<file path="src/rtl/mss_pkg.sv">
// Shared types, constants and the record compare function of the shell sort.
`timescale 1ns / 1ps

package mss_pkg;

    localparam int MAX_RECORDS_DEF = 64;
    localparam int RECORD_BYTES    = 8;
    localparam int REC_W           = 64;
    localparam int OUT_TDATA_W     = 88;
    localparam int CFG_AW          = 5;

    // Gap update: gap * GAP_MUL / GAP_DIV
    localparam logic [16:0] GAP_MUL = 17'd100000;
    localparam logic [18:0] GAP_DIV = 19'd314159;

    // Reciprocal of the gap scale, rounded up; floor(gap * GAP_RECIP >> GAP_SHIFT)
    // equals the exact quotient for every gap up to 1024
    localparam int          GAP_SHIFT = 29;
    localparam logic [27:0] GAP_RECIP = 28'((((64'd1 << GAP_SHIFT) * 64'(GAP_MUL))
                                             + 64'(GAP_DIV) - 64'd1) / 64'(GAP_DIV));

    // Register indexes
    localparam logic [2:0] REG_KEY_COUNT = 3'd0;
    localparam logic [2:0] REG_KEY_ONE   = 3'd1;
    localparam logic [2:0] REG_KEY_TWO   = 3'd2;
    localparam logic [2:0] REG_KEY_THREE = 3'd3;
    localparam logic [2:0] REG_KEY_FOUR  = 3'd4;

    typedef logic [3:0][6:0] key_desc_t;

    // Commands from controller to datapath
    typedef struct packed {
        logic load;
        logic gap_load;
        logic div_start;
        logic div_step;
        logic rd_p;
        logic cap_v;
        logic rd_prev;
        logic cmp;
        logic move;
        logic fix;
        logic emit_init;
        logic rd_k;
        logic emit;
        logic clear;
    } mss_cmd_t;

    // Status from datapath to controller
    typedef struct packed {
        logic gap_gt1;
        logic div_last;
        logic p_lt_n;
        logic pos_ge_gap;
        logic cmp_le;
        logic out_free;
        logic k_last;
    } mss_sts_t;

    // 1 when record ra compares at or below record rb under the keys
    function automatic logic record_le(logic [REC_W-1:0] ra, logic [REC_W-1:0] rb,
                                       logic [2:0] kc, key_desc_t kd);
        logic [REC_W-1:0] mask;
        logic [3:0]       klt;
        logic [3:0]       kgt;
        logic [3:0]       st;
        logic [3:0]       en;
        logic [2:0]       n;
        logic             lt;
        logic             gt;
        logic             done;
        // per-key magnitude compare over the masked byte range
        for (int k = 0; k < 4; k++) begin
            st   = {1'b0, kd[k][2:0]};
            en   = st + {1'b0, kd[k][5:3]} + 4'd1;
            mask = '0;
            for (int j = 0; j < 8; j++) begin
                if (4'(j) >= st && 4'(j) < en && j < RECORD_BYTES) begin
                    mask[REC_W-1-8*j -: 8] = 8'hFF;
                end
            end
            lt = (ra & mask) < (rb & mask);
            gt = (ra & mask) > (rb & mask);
            klt[k] = kd[k][6] ? gt : lt;
            kgt[k] = kd[k][6] ? lt : gt;
        end
        // first differing key decides
        n    = (kc > 3'd4) ? 3'd4 : kc;
        gt   = 1'b0;
        done = 1'b0;
        for (int k = 0; k < 4; k++) begin
            if (3'(k) < n && !done && (klt[k] || kgt[k])) begin
                gt   = kgt[k];
                done = 1'b1;
            end
        end
        return !gt;
    endfunction

endpackage

</file>
<file path="src/rtl/multikey_shell_sort.sv">
// Load: items are stored up to MAX_RECORDS; the sort starts after the last item.
// Sort: a key compare reads the earlier record, registers the result, then moves it;
// an insertion adds a read, capture and fix-up write; a gap update, check and divide.
// Emission: one memory read per item, stalled by m_tready; input held off until done.
// Reset: rst_n asynchronous, active low; clears counters, state and config registers
// (key_count 1, key_one 56, others 0). The record memory is not cleared.
`timescale 1ns / 1ps

module multikey_shell_sort #(
    parameter int MAX_RECORDS = mss_pkg::MAX_RECORDS_DEF
) (
    input  logic                             clk,
    input  logic                             rst_n,
    // s_tdata: record_value[63:0]
    input  logic                             s_tvalid,
    output logic                             s_tready,
    input  logic [mss_pkg::REC_W-1:0]        s_tdata,
    input  logic                             s_tlast,
    // m_tdata: sorted_record[63:0], pass_count[67:64], move_count[83:68],
    // overflow[84], zero[87:85]
    output logic                             m_tvalid,
    input  logic                             m_tready,
    output logic [mss_pkg::OUT_TDATA_W-1:0]  m_tdata,
    output logic                             m_tlast,
    input  logic                             psel,
    input  logic                             penable,
    input  logic                             pwrite,
    input  logic [mss_pkg::CFG_AW-1:0]       paddr,
    input  logic [31:0]                      pwdata,
    output logic [31:0]                      prdata,
    output logic                             pready
);
    import mss_pkg::*;

    logic [2:0]       kc_reg;
    key_desc_t        kd_reg;
    logic [2:0]       reg_idx;
    mss_cmd_t         cmd;
    mss_sts_t         sts;
    logic [REC_W-1:0] out_rec;
    logic [3:0]       out_passes;
    logic [15:0]      out_moves;
    logic             out_ovf;

    assign pready  = 1'b1;
    assign reg_idx = paddr[4:2];

    // Configuration registers
    always_ff @(posedge clk or negedge rst_n)
    begin
        if (!rst_n) begin
            kc_reg <= 3'd1;
            kd_reg <= {7'd0, 7'd0, 7'd0, 7'd56};
        end else if (psel && penable && pwrite && pready) begin
            case (reg_idx)
                REG_KEY_COUNT: kc_reg    <= pwdata[2:0];
                REG_KEY_ONE:   kd_reg[0] <= pwdata[6:0];
                REG_KEY_TWO:   kd_reg[1] <= pwdata[6:0];
                REG_KEY_THREE: kd_reg[2] <= pwdata[6:0];
                REG_KEY_FOUR:  kd_reg[3] <= pwdata[6:0];
                default:       ;
            endcase
        end
    end

    // Register readback
    always_comb
    begin
        case (reg_idx)
            REG_KEY_COUNT: prdata = {29'd0, kc_reg};
            REG_KEY_ONE:   prdata = {25'd0, kd_reg[0]};
            REG_KEY_TWO:   prdata = {25'd0, kd_reg[1]};
            REG_KEY_THREE: prdata = {25'd0, kd_reg[2]};
            REG_KEY_FOUR:  prdata = {25'd0, kd_reg[3]};
            default:       prdata = 32'd0;
        endcase
    end

    mss_ctrl u_ctrl (
        .clk      (clk),
        .rst_n    (rst_n),
        .s_tvalid (s_tvalid),
        .s_tlast  (s_tlast),
        .s_tready (s_tready),
        .sts      (sts),
        .cmd      (cmd)
    );

    mss_dp #(
        .MAX_RECORDS (MAX_RECORDS)
    ) u_dp (
        .clk        (clk),
        .rst_n      (rst_n),
        .cmd        (cmd),
        .sts        (sts),
        .in_rec     (s_tdata),
        .key_count  (kc_reg),
        .key_desc   (kd_reg),
        .out_ready  (m_tready),
        .out_valid  (m_tvalid),
        .out_rec    (out_rec),
        .out_last   (m_tlast),
        .out_passes (out_passes),
        .out_moves  (out_moves),
        .out_ovf    (out_ovf)
    );

    assign m_tdata = {3'd0, out_ovf, out_moves, out_passes, out_rec};

endmodule

</file>
<file path="src/rtl/mss_ctrl.sv">
// Sequencer for load, gap passes, gapped insertion and emission.
`timescale 1ns / 1ps

module mss_ctrl (
    input  logic             clk,
    input  logic             rst_n,
    input  logic             s_tvalid,
    input  logic             s_tlast,
    output logic             s_tready,
    input  mss_pkg::mss_sts_t sts,
    output mss_pkg::mss_cmd_t cmd
);
    import mss_pkg::*;

    typedef enum logic [3:0] {
        ST_LOAD,
        ST_START,
        ST_CHK,
        ST_DIV,
        ST_PLOOP,
        ST_PWAIT,
        ST_ILOOP,
        ST_IWAIT,
        ST_IDEC,
        ST_FIX,
        ST_EMIT_RD,
        ST_EMIT_WAIT,
        ST_DONE
    } state_t;

    state_t state_reg, state_next;
    logic   ready_reg, ready_next;

    assign s_tready = ready_reg;

    // Next state and commands
    always_comb
    begin
        state_next = state_reg;
        cmd        = '0;
        case (state_reg)
            ST_LOAD:
            begin
                if (s_tvalid && ready_reg) begin
                    cmd.load = 1'b1;
                    if (s_tlast) state_next = ST_START;
                end
            end
            ST_START:
            begin
                cmd.gap_load = 1'b1;
                state_next   = ST_CHK;
            end
            ST_CHK:
            begin
                if (sts.gap_gt1) begin
                    cmd.div_start = 1'b1;
                    state_next    = ST_DIV;
                end else begin
                    cmd.emit_init = 1'b1;
                    state_next    = ST_EMIT_RD;
                end
            end
            ST_DIV:
            begin
                cmd.div_step = 1'b1;
                if (sts.div_last) state_next = ST_PLOOP;
            end
            ST_PLOOP:
            begin
                if (sts.p_lt_n) begin
                    cmd.rd_p   = 1'b1;
                    state_next = ST_PWAIT;
                end else begin
                    state_next = ST_CHK;
                end
            end
            ST_PWAIT:
            begin
                cmd.cap_v  = 1'b1;
                state_next = ST_ILOOP;
            end
            ST_ILOOP:
            begin
                if (sts.pos_ge_gap) begin
                    cmd.rd_prev = 1'b1;
                    state_next  = ST_IWAIT;
                end else begin
                    state_next = ST_FIX;
                end
            end
            ST_IWAIT:
            begin
                cmd.cmp    = 1'b1;
                state_next = ST_IDEC;
            end
            ST_IDEC:
            begin
                if (sts.cmp_le) begin
                    cmd.move   = 1'b1;
                    state_next = ST_ILOOP;
                end else begin
                    state_next = ST_FIX;
                end
            end
            ST_FIX:
            begin
                cmd.fix    = 1'b1;
                state_next = ST_PLOOP;
            end
            ST_EMIT_RD:
            begin
                cmd.rd_k   = 1'b1;
                state_next = ST_EMIT_WAIT;
            end
            ST_EMIT_WAIT:
            begin
                if (sts.out_free) begin
                    cmd.emit   = 1'b1;
                    state_next = sts.k_last ? ST_DONE : ST_EMIT_RD;
                end
            end
            ST_DONE:
            begin
                cmd.clear  = 1'b1;
                state_next = ST_LOAD;
            end
            default:
            begin
                state_next = ST_LOAD;
            end
        endcase
    end

    assign ready_next = (state_next == ST_LOAD);

    // State and registered ready
    always_ff @(posedge clk or negedge rst_n)
    begin
        if (!rst_n) begin
            state_reg <= ST_LOAD;
            ready_reg <= 1'b1;
        end else begin
            state_reg <= state_next;
            ready_reg <= ready_next;
        end
    end

endmodule

</file>
<file path="src/rtl/mss_dp.sv">
// Record memory, counters, gap scaler, key compare and output register.
`timescale 1ns / 1ps

module mss_dp #(
    parameter int MAX_RECORDS = mss_pkg::MAX_RECORDS_DEF
) (
    input  logic                     clk,
    input  logic                     rst_n,
    input  mss_pkg::mss_cmd_t        cmd,
    output mss_pkg::mss_sts_t        sts,
    input  logic [mss_pkg::REC_W-1:0] in_rec,
    input  logic [2:0]               key_count,
    input  mss_pkg::key_desc_t       key_desc,
    input  logic                     out_ready,
    output logic                     out_valid,
    output logic [mss_pkg::REC_W-1:0] out_rec,
    output logic                     out_last,
    output logic [3:0]               out_passes,
    output logic [15:0]              out_moves,
    output logic                     out_ovf
);
    import mss_pkg::*;

    localparam int CW = $clog2(MAX_RECORDS + 1);
    localparam int AW = $clog2(MAX_RECORDS);
    localparam int PW = CW + GAP_SHIFT;

    logic [REC_W-1:0] mem [MAX_RECORDS];
    logic [REC_W-1:0] rd_data_reg;
    logic [REC_W-1:0] v_reg, t_reg;
    logic             cmp_le_reg;
    logic [CW-1:0]    count_reg, gap_reg, p_reg, pos_reg, k_reg;
    logic [PW-1:0]    prod_reg;
    logic [3:0]       passes_reg;
    logic [15:0]      moves_reg;
    logic             dropped_reg;
    logic             out_valid_reg, out_last_reg, out_ovf_reg;
    logic [REC_W-1:0] out_rec_reg;
    logic [3:0]       out_passes_reg;
    logic [15:0]      out_moves_reg;

    logic             room;
    logic [CW-1:0]    pos_prev;
    logic             rd_en, wr_en;
    logic [AW-1:0]    rd_addr, wr_addr;
    logic [REC_W-1:0] wr_data;
    logic [CW-1:0]    q_upd, gap_new;
    logic             fix_write;

    assign room      = count_reg < CW'(MAX_RECORDS);
    assign pos_prev  = pos_reg - gap_reg;
    assign fix_write = cmd.fix && (pos_reg != p_reg);

    // Status
    assign sts.gap_gt1    = gap_reg > CW'(1);
    assign sts.div_last   = 1'b1;
    assign sts.p_lt_n     = p_reg < count_reg;
    assign sts.pos_ge_gap = pos_reg >= gap_reg;
    assign sts.cmp_le     = cmp_le_reg;
    assign sts.out_free   = !out_valid_reg || out_ready;
    assign sts.k_last     = (CW'(k_reg + CW'(1)) == count_reg);

    // Memory port selection
    assign rd_en   = cmd.rd_p || cmd.rd_prev || cmd.rd_k;
    assign rd_addr = cmd.rd_p    ? p_reg[AW-1:0]    :
                     cmd.rd_prev ? pos_prev[AW-1:0] : k_reg[AW-1:0];
    assign wr_en   = (cmd.load && room) || cmd.move || fix_write;
    assign wr_addr = cmd.load ? count_reg[AW-1:0] : pos_reg[AW-1:0];
    assign wr_data = cmd.load ? in_rec : (cmd.move ? t_reg : v_reg);

    always_ff @(posedge clk)
    begin
        if (wr_en) mem[wr_addr] <= wr_data;
        if (rd_en) rd_data_reg <= mem[rd_addr];
    end

    // Gap scaling by reciprocal multiply: product registered, then shifted down
    assign q_upd   = prod_reg[GAP_SHIFT +: CW];
    assign gap_new = (q_upd == '0) ? CW'(1) : q_upd;

    // Payload registers
    always_ff @(posedge clk)
    begin
        if (cmd.cap_v) v_reg <= rd_data_reg;
        if (cmd.cmp) begin
            t_reg      <= rd_data_reg;
            cmp_le_reg <= record_le(v_reg, rd_data_reg, key_count, key_desc);
        end
        if (cmd.div_start) begin
            prod_reg <= PW'(gap_reg) * PW'(GAP_RECIP);
        end
        if (cmd.emit) begin
            out_rec_reg    <= rd_data_reg;
            out_last_reg   <= sts.k_last;
            out_passes_reg <= passes_reg;
            out_moves_reg  <= moves_reg;
            out_ovf_reg    <= dropped_reg;
        end
    end

    // Control counters
    always_ff @(posedge clk or negedge rst_n)
    begin
        if (!rst_n) begin
            count_reg     <= '0;
            gap_reg       <= '0;
            p_reg         <= '0;
            pos_reg       <= '0;
            k_reg         <= '0;
            passes_reg    <= '0;
            moves_reg     <= '0;
            dropped_reg   <= 1'b0;
            out_valid_reg <= 1'b0;
        end else begin
            if (cmd.load) begin
                if (room) count_reg <= count_reg + CW'(1);
                else      dropped_reg <= 1'b1;
            end
            if (cmd.gap_load) gap_reg <= count_reg;
            if (cmd.div_start && passes_reg != 4'hF) passes_reg <= passes_reg + 4'd1;
            if (cmd.div_step) begin
                gap_reg <= gap_new;
                p_reg   <= gap_new;
            end
            if (cmd.rd_p) pos_reg <= p_reg;
            if (cmd.move) pos_reg <= pos_prev;
            if ((cmd.move || fix_write) && moves_reg != 16'hFFFF) begin
                moves_reg <= moves_reg + 16'd1;
            end
            if (cmd.fix) p_reg <= p_reg + CW'(1);
            if (cmd.emit_init) k_reg <= '0;
            if (cmd.emit) k_reg <= k_reg + CW'(1);
            if (cmd.emit) out_valid_reg <= 1'b1;
            else if (out_ready) out_valid_reg <= 1'b0;
            if (cmd.clear) begin
                count_reg   <= '0;
                gap_reg     <= '0;
                passes_reg  <= '0;
                moves_reg   <= '0;
                dropped_reg <= 1'b0;
            end
        end
    end

    assign out_valid  = out_valid_reg;
    assign out_rec    = out_rec_reg;
    assign out_last   = out_last_reg;
    assign out_passes = out_passes_reg;
    assign out_moves  = out_moves_reg;
    assign out_ovf    = out_ovf_reg;

endmodule

</file>
<file path="config.mk">
export PLATFORM = sky130hd
export DESIGN_NAME = multikey_shell_sort
export DESIGN_NICKNAME = d
export VERILOG_FILES = /design/src/rtl/mss_pkg.sv /design/src/rtl/multikey_shell_sort.sv /design/src/rtl/mss_ctrl.sv /design/src/rtl/mss_dp.sv
export SDC_FILE = /design/constraint.sdc
export NUM_CORES = 2
export LEC_CHECK = 0
export BUFFER_PORTS_ARGS = -buffer_cell sky130_fd_sc_hd__buf_4
export CAP_MARGIN = 20
export CORE_MARGIN = 2
export CORE_UTILIZATION = 45
export DETAILED_ROUTE_END_ITERATION = 16
export GPL_ROUTABILITY_DRIVEN = 0
export PLACE_DENSITY_LB_ADDON = 0.08
export SYNTH_ARGS = -nofsm -noshare
export SYNTH_HDL_FRONTEND = slang
export SYNTH_HIERARCHICAL = 1
export SYNTH_SLANG_ARGS = --single-unit
</file>
<file path="constraint.sdc">
create_clock -name clk -period 25.7 [get_ports clk]
set_input_delay 1.285 -clock clk [delete_from_list [all_inputs] [get_ports clk]]
set_output_delay 1.285 -clock clk [all_outputs]
set_load 0.02 [all_outputs]
</file>
==> flow_metrics.tcl <==
set metrics [dict create \
    outcome "finished, final reports clean" \
    max_slew_margin_pct 12.2 \
    cts_buffers 467 \
    rsz0062_at_grt "false" \
    rrSetupSlack_ns 16.17 \
    start_util_pct 45.3 \
    io_buffers 176 \
    whs_ns 0.339 \
    dieArea_sq_mm 0.415 \
    cts.path.max_buffers 4 \
    drive_above_1_share_pct 23.2 \
    grt_pass1_wl_microns 752000 \
    regMostFlops "u_dp/mem" \
    ir_drop_mv 0.113 \
    ant_nets 0 \
    synth_edf_count 4381 \
    yosysWarnings 6 \
    synth_ff_type "edfxtp_1" \
    rows 234 \
    tightest_slew_ns 1.31 \
    avgViaCountPerCell 6.14 \
    die_x_microns 644 \
    vias 97100 \
    cp.required_ns 26.38 \
    min_path_type "in2async" \
    drtIter0Drc 11600 \
    route.detailed.drc 0 \
    critPathKind "reg2reg" \
    post_cts_resized 0 \
    core_sq_mm 0.407 \
    track_usage_pct 25.7 \
    finalCritPeriodShare_pct 37.1 \
    final_net_count 10500 \
    synth_area_leaders "edfxtp_1 71%, mux4_2 13%, ha_1 2.5%, mux2i_1 2.2%, a211oi_1 1.4%" \
    grt.overflow.total 0 \
    hold_buffers 0 \
    area_growth_pct 13.2 \
    yosysTopAreaCell "edfxtp_1" \
    maxCapViolations 0 \
    largest_reg_flops 4096 \
    cts_tree "built" \
    worstSetupStartpointType "flop" \
    wl_per_cell_microns 34.1 \
    grt_max_degree 122 \
    cts_setup_buffers 0 \
    synth_cells 9504 \
    clkSinkCount 4474 \
    synth_seq_cells 4474 \
    yosysTopAreaCellShare_pct 71.4 \
    fp.dieH_microns 644 \
    worstRegToRegCells 24 \
    synth_area_sq_mm 0.184 \
    antenna_found_initial 36 \
    p_leak_uw 0.0658 \
    rr_startpoint "u_dp/gap_reg[1]$_DFFE_PN0P_" \
    setup_viol 0 \
    layout.cells.non_filler 15800 \
    total_power_uw 24800 \
    power-per-cell-area_mw_per_mm2 119 \
    fin_tns_setup_ns 0 \
    ys_types 83 \
    htree_levels 5 \
    cts_root_buffer "clkbuf_16" \
    clk_pin_slew_worst_paths_ns 0.06 \
    endpoint_kind "flop" \
    routed_wl_microns 539000 \
    dr.pass1.iters 5 \
    fmax_mhz 105 \
    place_inst 14900 \
    grt_pass1_vias 97600 \
    clk_latency_ns 1.00 \
    syn_area_per_cell_sq_um 19.4 \
    reg2reg_to "u_dp/rd_data_reg[22]$_DFFE_PP_" \
    synthArstFlopShare_pct 2.08 \
    ios 233 \
    dp_hpwl_microns 304000 \
    cp_data_arrival_time_ns 10.21 \
    hold_viol 0 \
    seq_area_frac_synth_pct 72.7 \
    fill_cells 32700 \
    cp_max_fo 44 \
    maxSlewViolCount 0 \
    min_period_ns 9.53 \
    fin_worst_skew_ns 0.0542 \
]
layout make-up:
| type | instances | area, sq um | share of cell area, % |
|---|---|---|---|
| Antenna cell | 6 | 15.0 | 0.00719 |
| Clock buffer | 583 | 12300 | 5.90 |
| Clock inverter | 278 | 2380 | 1.14 |
| Inverter | 96 | 360 | 0.173 |
| Multi-Input combinational cell | 4438 | 48800 | 23.4 |
| Sequential cell | 4474 | 134000 | 64.2 |
| Tap cell | 5428 | 6790 | 3.25 |
| Timing Repair Buffer | 513 | 4130 | 1.98 |
cells by family (layout without fill, tap and decap cells):
family	after synthesis	after routing	synth area share (%)
AO/OA/AOI/OAI	1039	1039	3.70
adder cells (fa/ha/maj)	402	402	2.86
other	3	36	0.00611
XOR/XNOR	53	53	0.252
multiplexers	1469	1469	15.0
flip-flops	4474	4474	72.7
buffers and inverters	619	1470	1.66
AND/OR/NAND/NOR	1445	1445	3.89
through the flow:
| stage | instance area [sq um] | setup WS, ns | utilization, % |
|---|---|---|---|
| 2_1_floorplan | 184000 | 16.37 | - |
| 3_5_place_dp | 194000 | 15.46 | 47.6 |
| 3_3_place_gp | 194000 | 15.54 | 47.6 |
| 4_1_cts | 209000 | 15.43 | 51.3 |
| 6_report | 209000 | 16.17 | 51.3 |
| 5_1_grt | 209000 | 15.34 | 51.3 |
placed cells by master, fill, tap and decap left out, drive strengths merged, types with 7 or more instances in the layout:
master,n
a211oi,339
a21o,54
a21oi,314
a221oi,9
a311oi,64
a31oi,18
and2,257
and3,12
buf,513
bufinv,33
clkbuf,583
clkinv,215
clkinvlp,12
conb,30
dfrtp,88
edfxtp,4381
fa,33
ha,369
inv,114
mux2,35
mux2i,409
mux4,1025
nand2,552
nand2b,19
nand3,41
nand4,64
nor2,194
nor2b,222
nor3,32
nor3b,7
nor4,9
o21a,19
o21ai,142
o22ai,10
o31ai,7
or2,9
or3,16
xnor2,25
xor2,28
power breakdown:
part	switching [uW]	total, uW	leakage, uW	internal, uW
Sequential	359	9050	0.0406	8690
Combinational	5480	9200	0.0180	3710
Clock	2830	6550	0.00720	3720
worst max-delay path: stages, from the launching register on:
cell	delay, ns
dfrtp_1	0.60
inv_1	0.28
ha_1	0.38
nor2b_1	0.14
o21ai_0	0.19
a21boi_1	0.12
o21a_1	0.19
o21ai_0	0.31
nand2_1	0.12
a21o_1	0.25
and3_1	0.34
mux2i_2	0.24
o21ai_4	0.13
buf_4	0.46
buf_4	0.72
buf_4	0.77
buf_4	0.85
buf_4	0.54
buf_4	0.59
mux4_2	0.56
nor2b_1	0.14
a211oi_1	0.27
a211oi_1	0.09
a311oi_1	0.64
a21oi_1	0.08
per-layer routing:
layer / track usage [%] / part of all wire [%]
met4: 5.94 / 2.5
met2: 40.7 / 47
met3: 4.50 / 8.0
met5: 0 / 0.015
met1: 37.5 / 43
synth_stat cells, types with 35 or more instances:
master and n:
a211oi_1 339, a21o_1 54, a21oi_1 313, a311oi_1 64, and2_1 257, buf_2 114
buf_4 130, clkbuf_1 235, dfrtp_1 88, edfxtp_1 4381, ha_1 369, inv_1 96
mux2_2 35, mux2i_1 408, mux4_2 1025, nand2_1 552, nand3_1 41, nand4_1 64
nor2_1 192, nor2b_1 222, o21ai_0 138
worst max path at each step:
stage | from | end | slack [ns] | depth (start not counted)
2_1_floorplan | m_tready | u_dp/k_reg[3]$_DFFE_PN0P_ | 16.37 | 5
3_3_place_gp | u_dp/gap_reg[1]$_DFFE_PN0P_ | u_dp/rd_data_reg[22]$_DFFE_PP_ | 15.54 | 24
3_5_place_dp | u_dp/gap_reg[1]$_DFFE_PN0P_ | u_dp/rd_data_reg[22]$_DFFE_PP_ | 15.46 | 24
4_1_cts | u_dp/gap_reg[1]$_DFFE_PN0P_ | u_dp/rd_data_reg[22]$_DFFE_PP_ | 15.43 | 24
5_1_grt | u_dp/gap_reg[1]$_DFFE_PN0P_ | u_dp/rd_data_reg[22]$_DFFE_PP_ | 15.34 | 24
6_report | u_dp/gap_reg[1]$_DFFE_PN0P_ | u_dp/rd_data_reg[22]$_DFFE_PP_ | 16.17 | 24
Power figures use the tool's default switching activity.
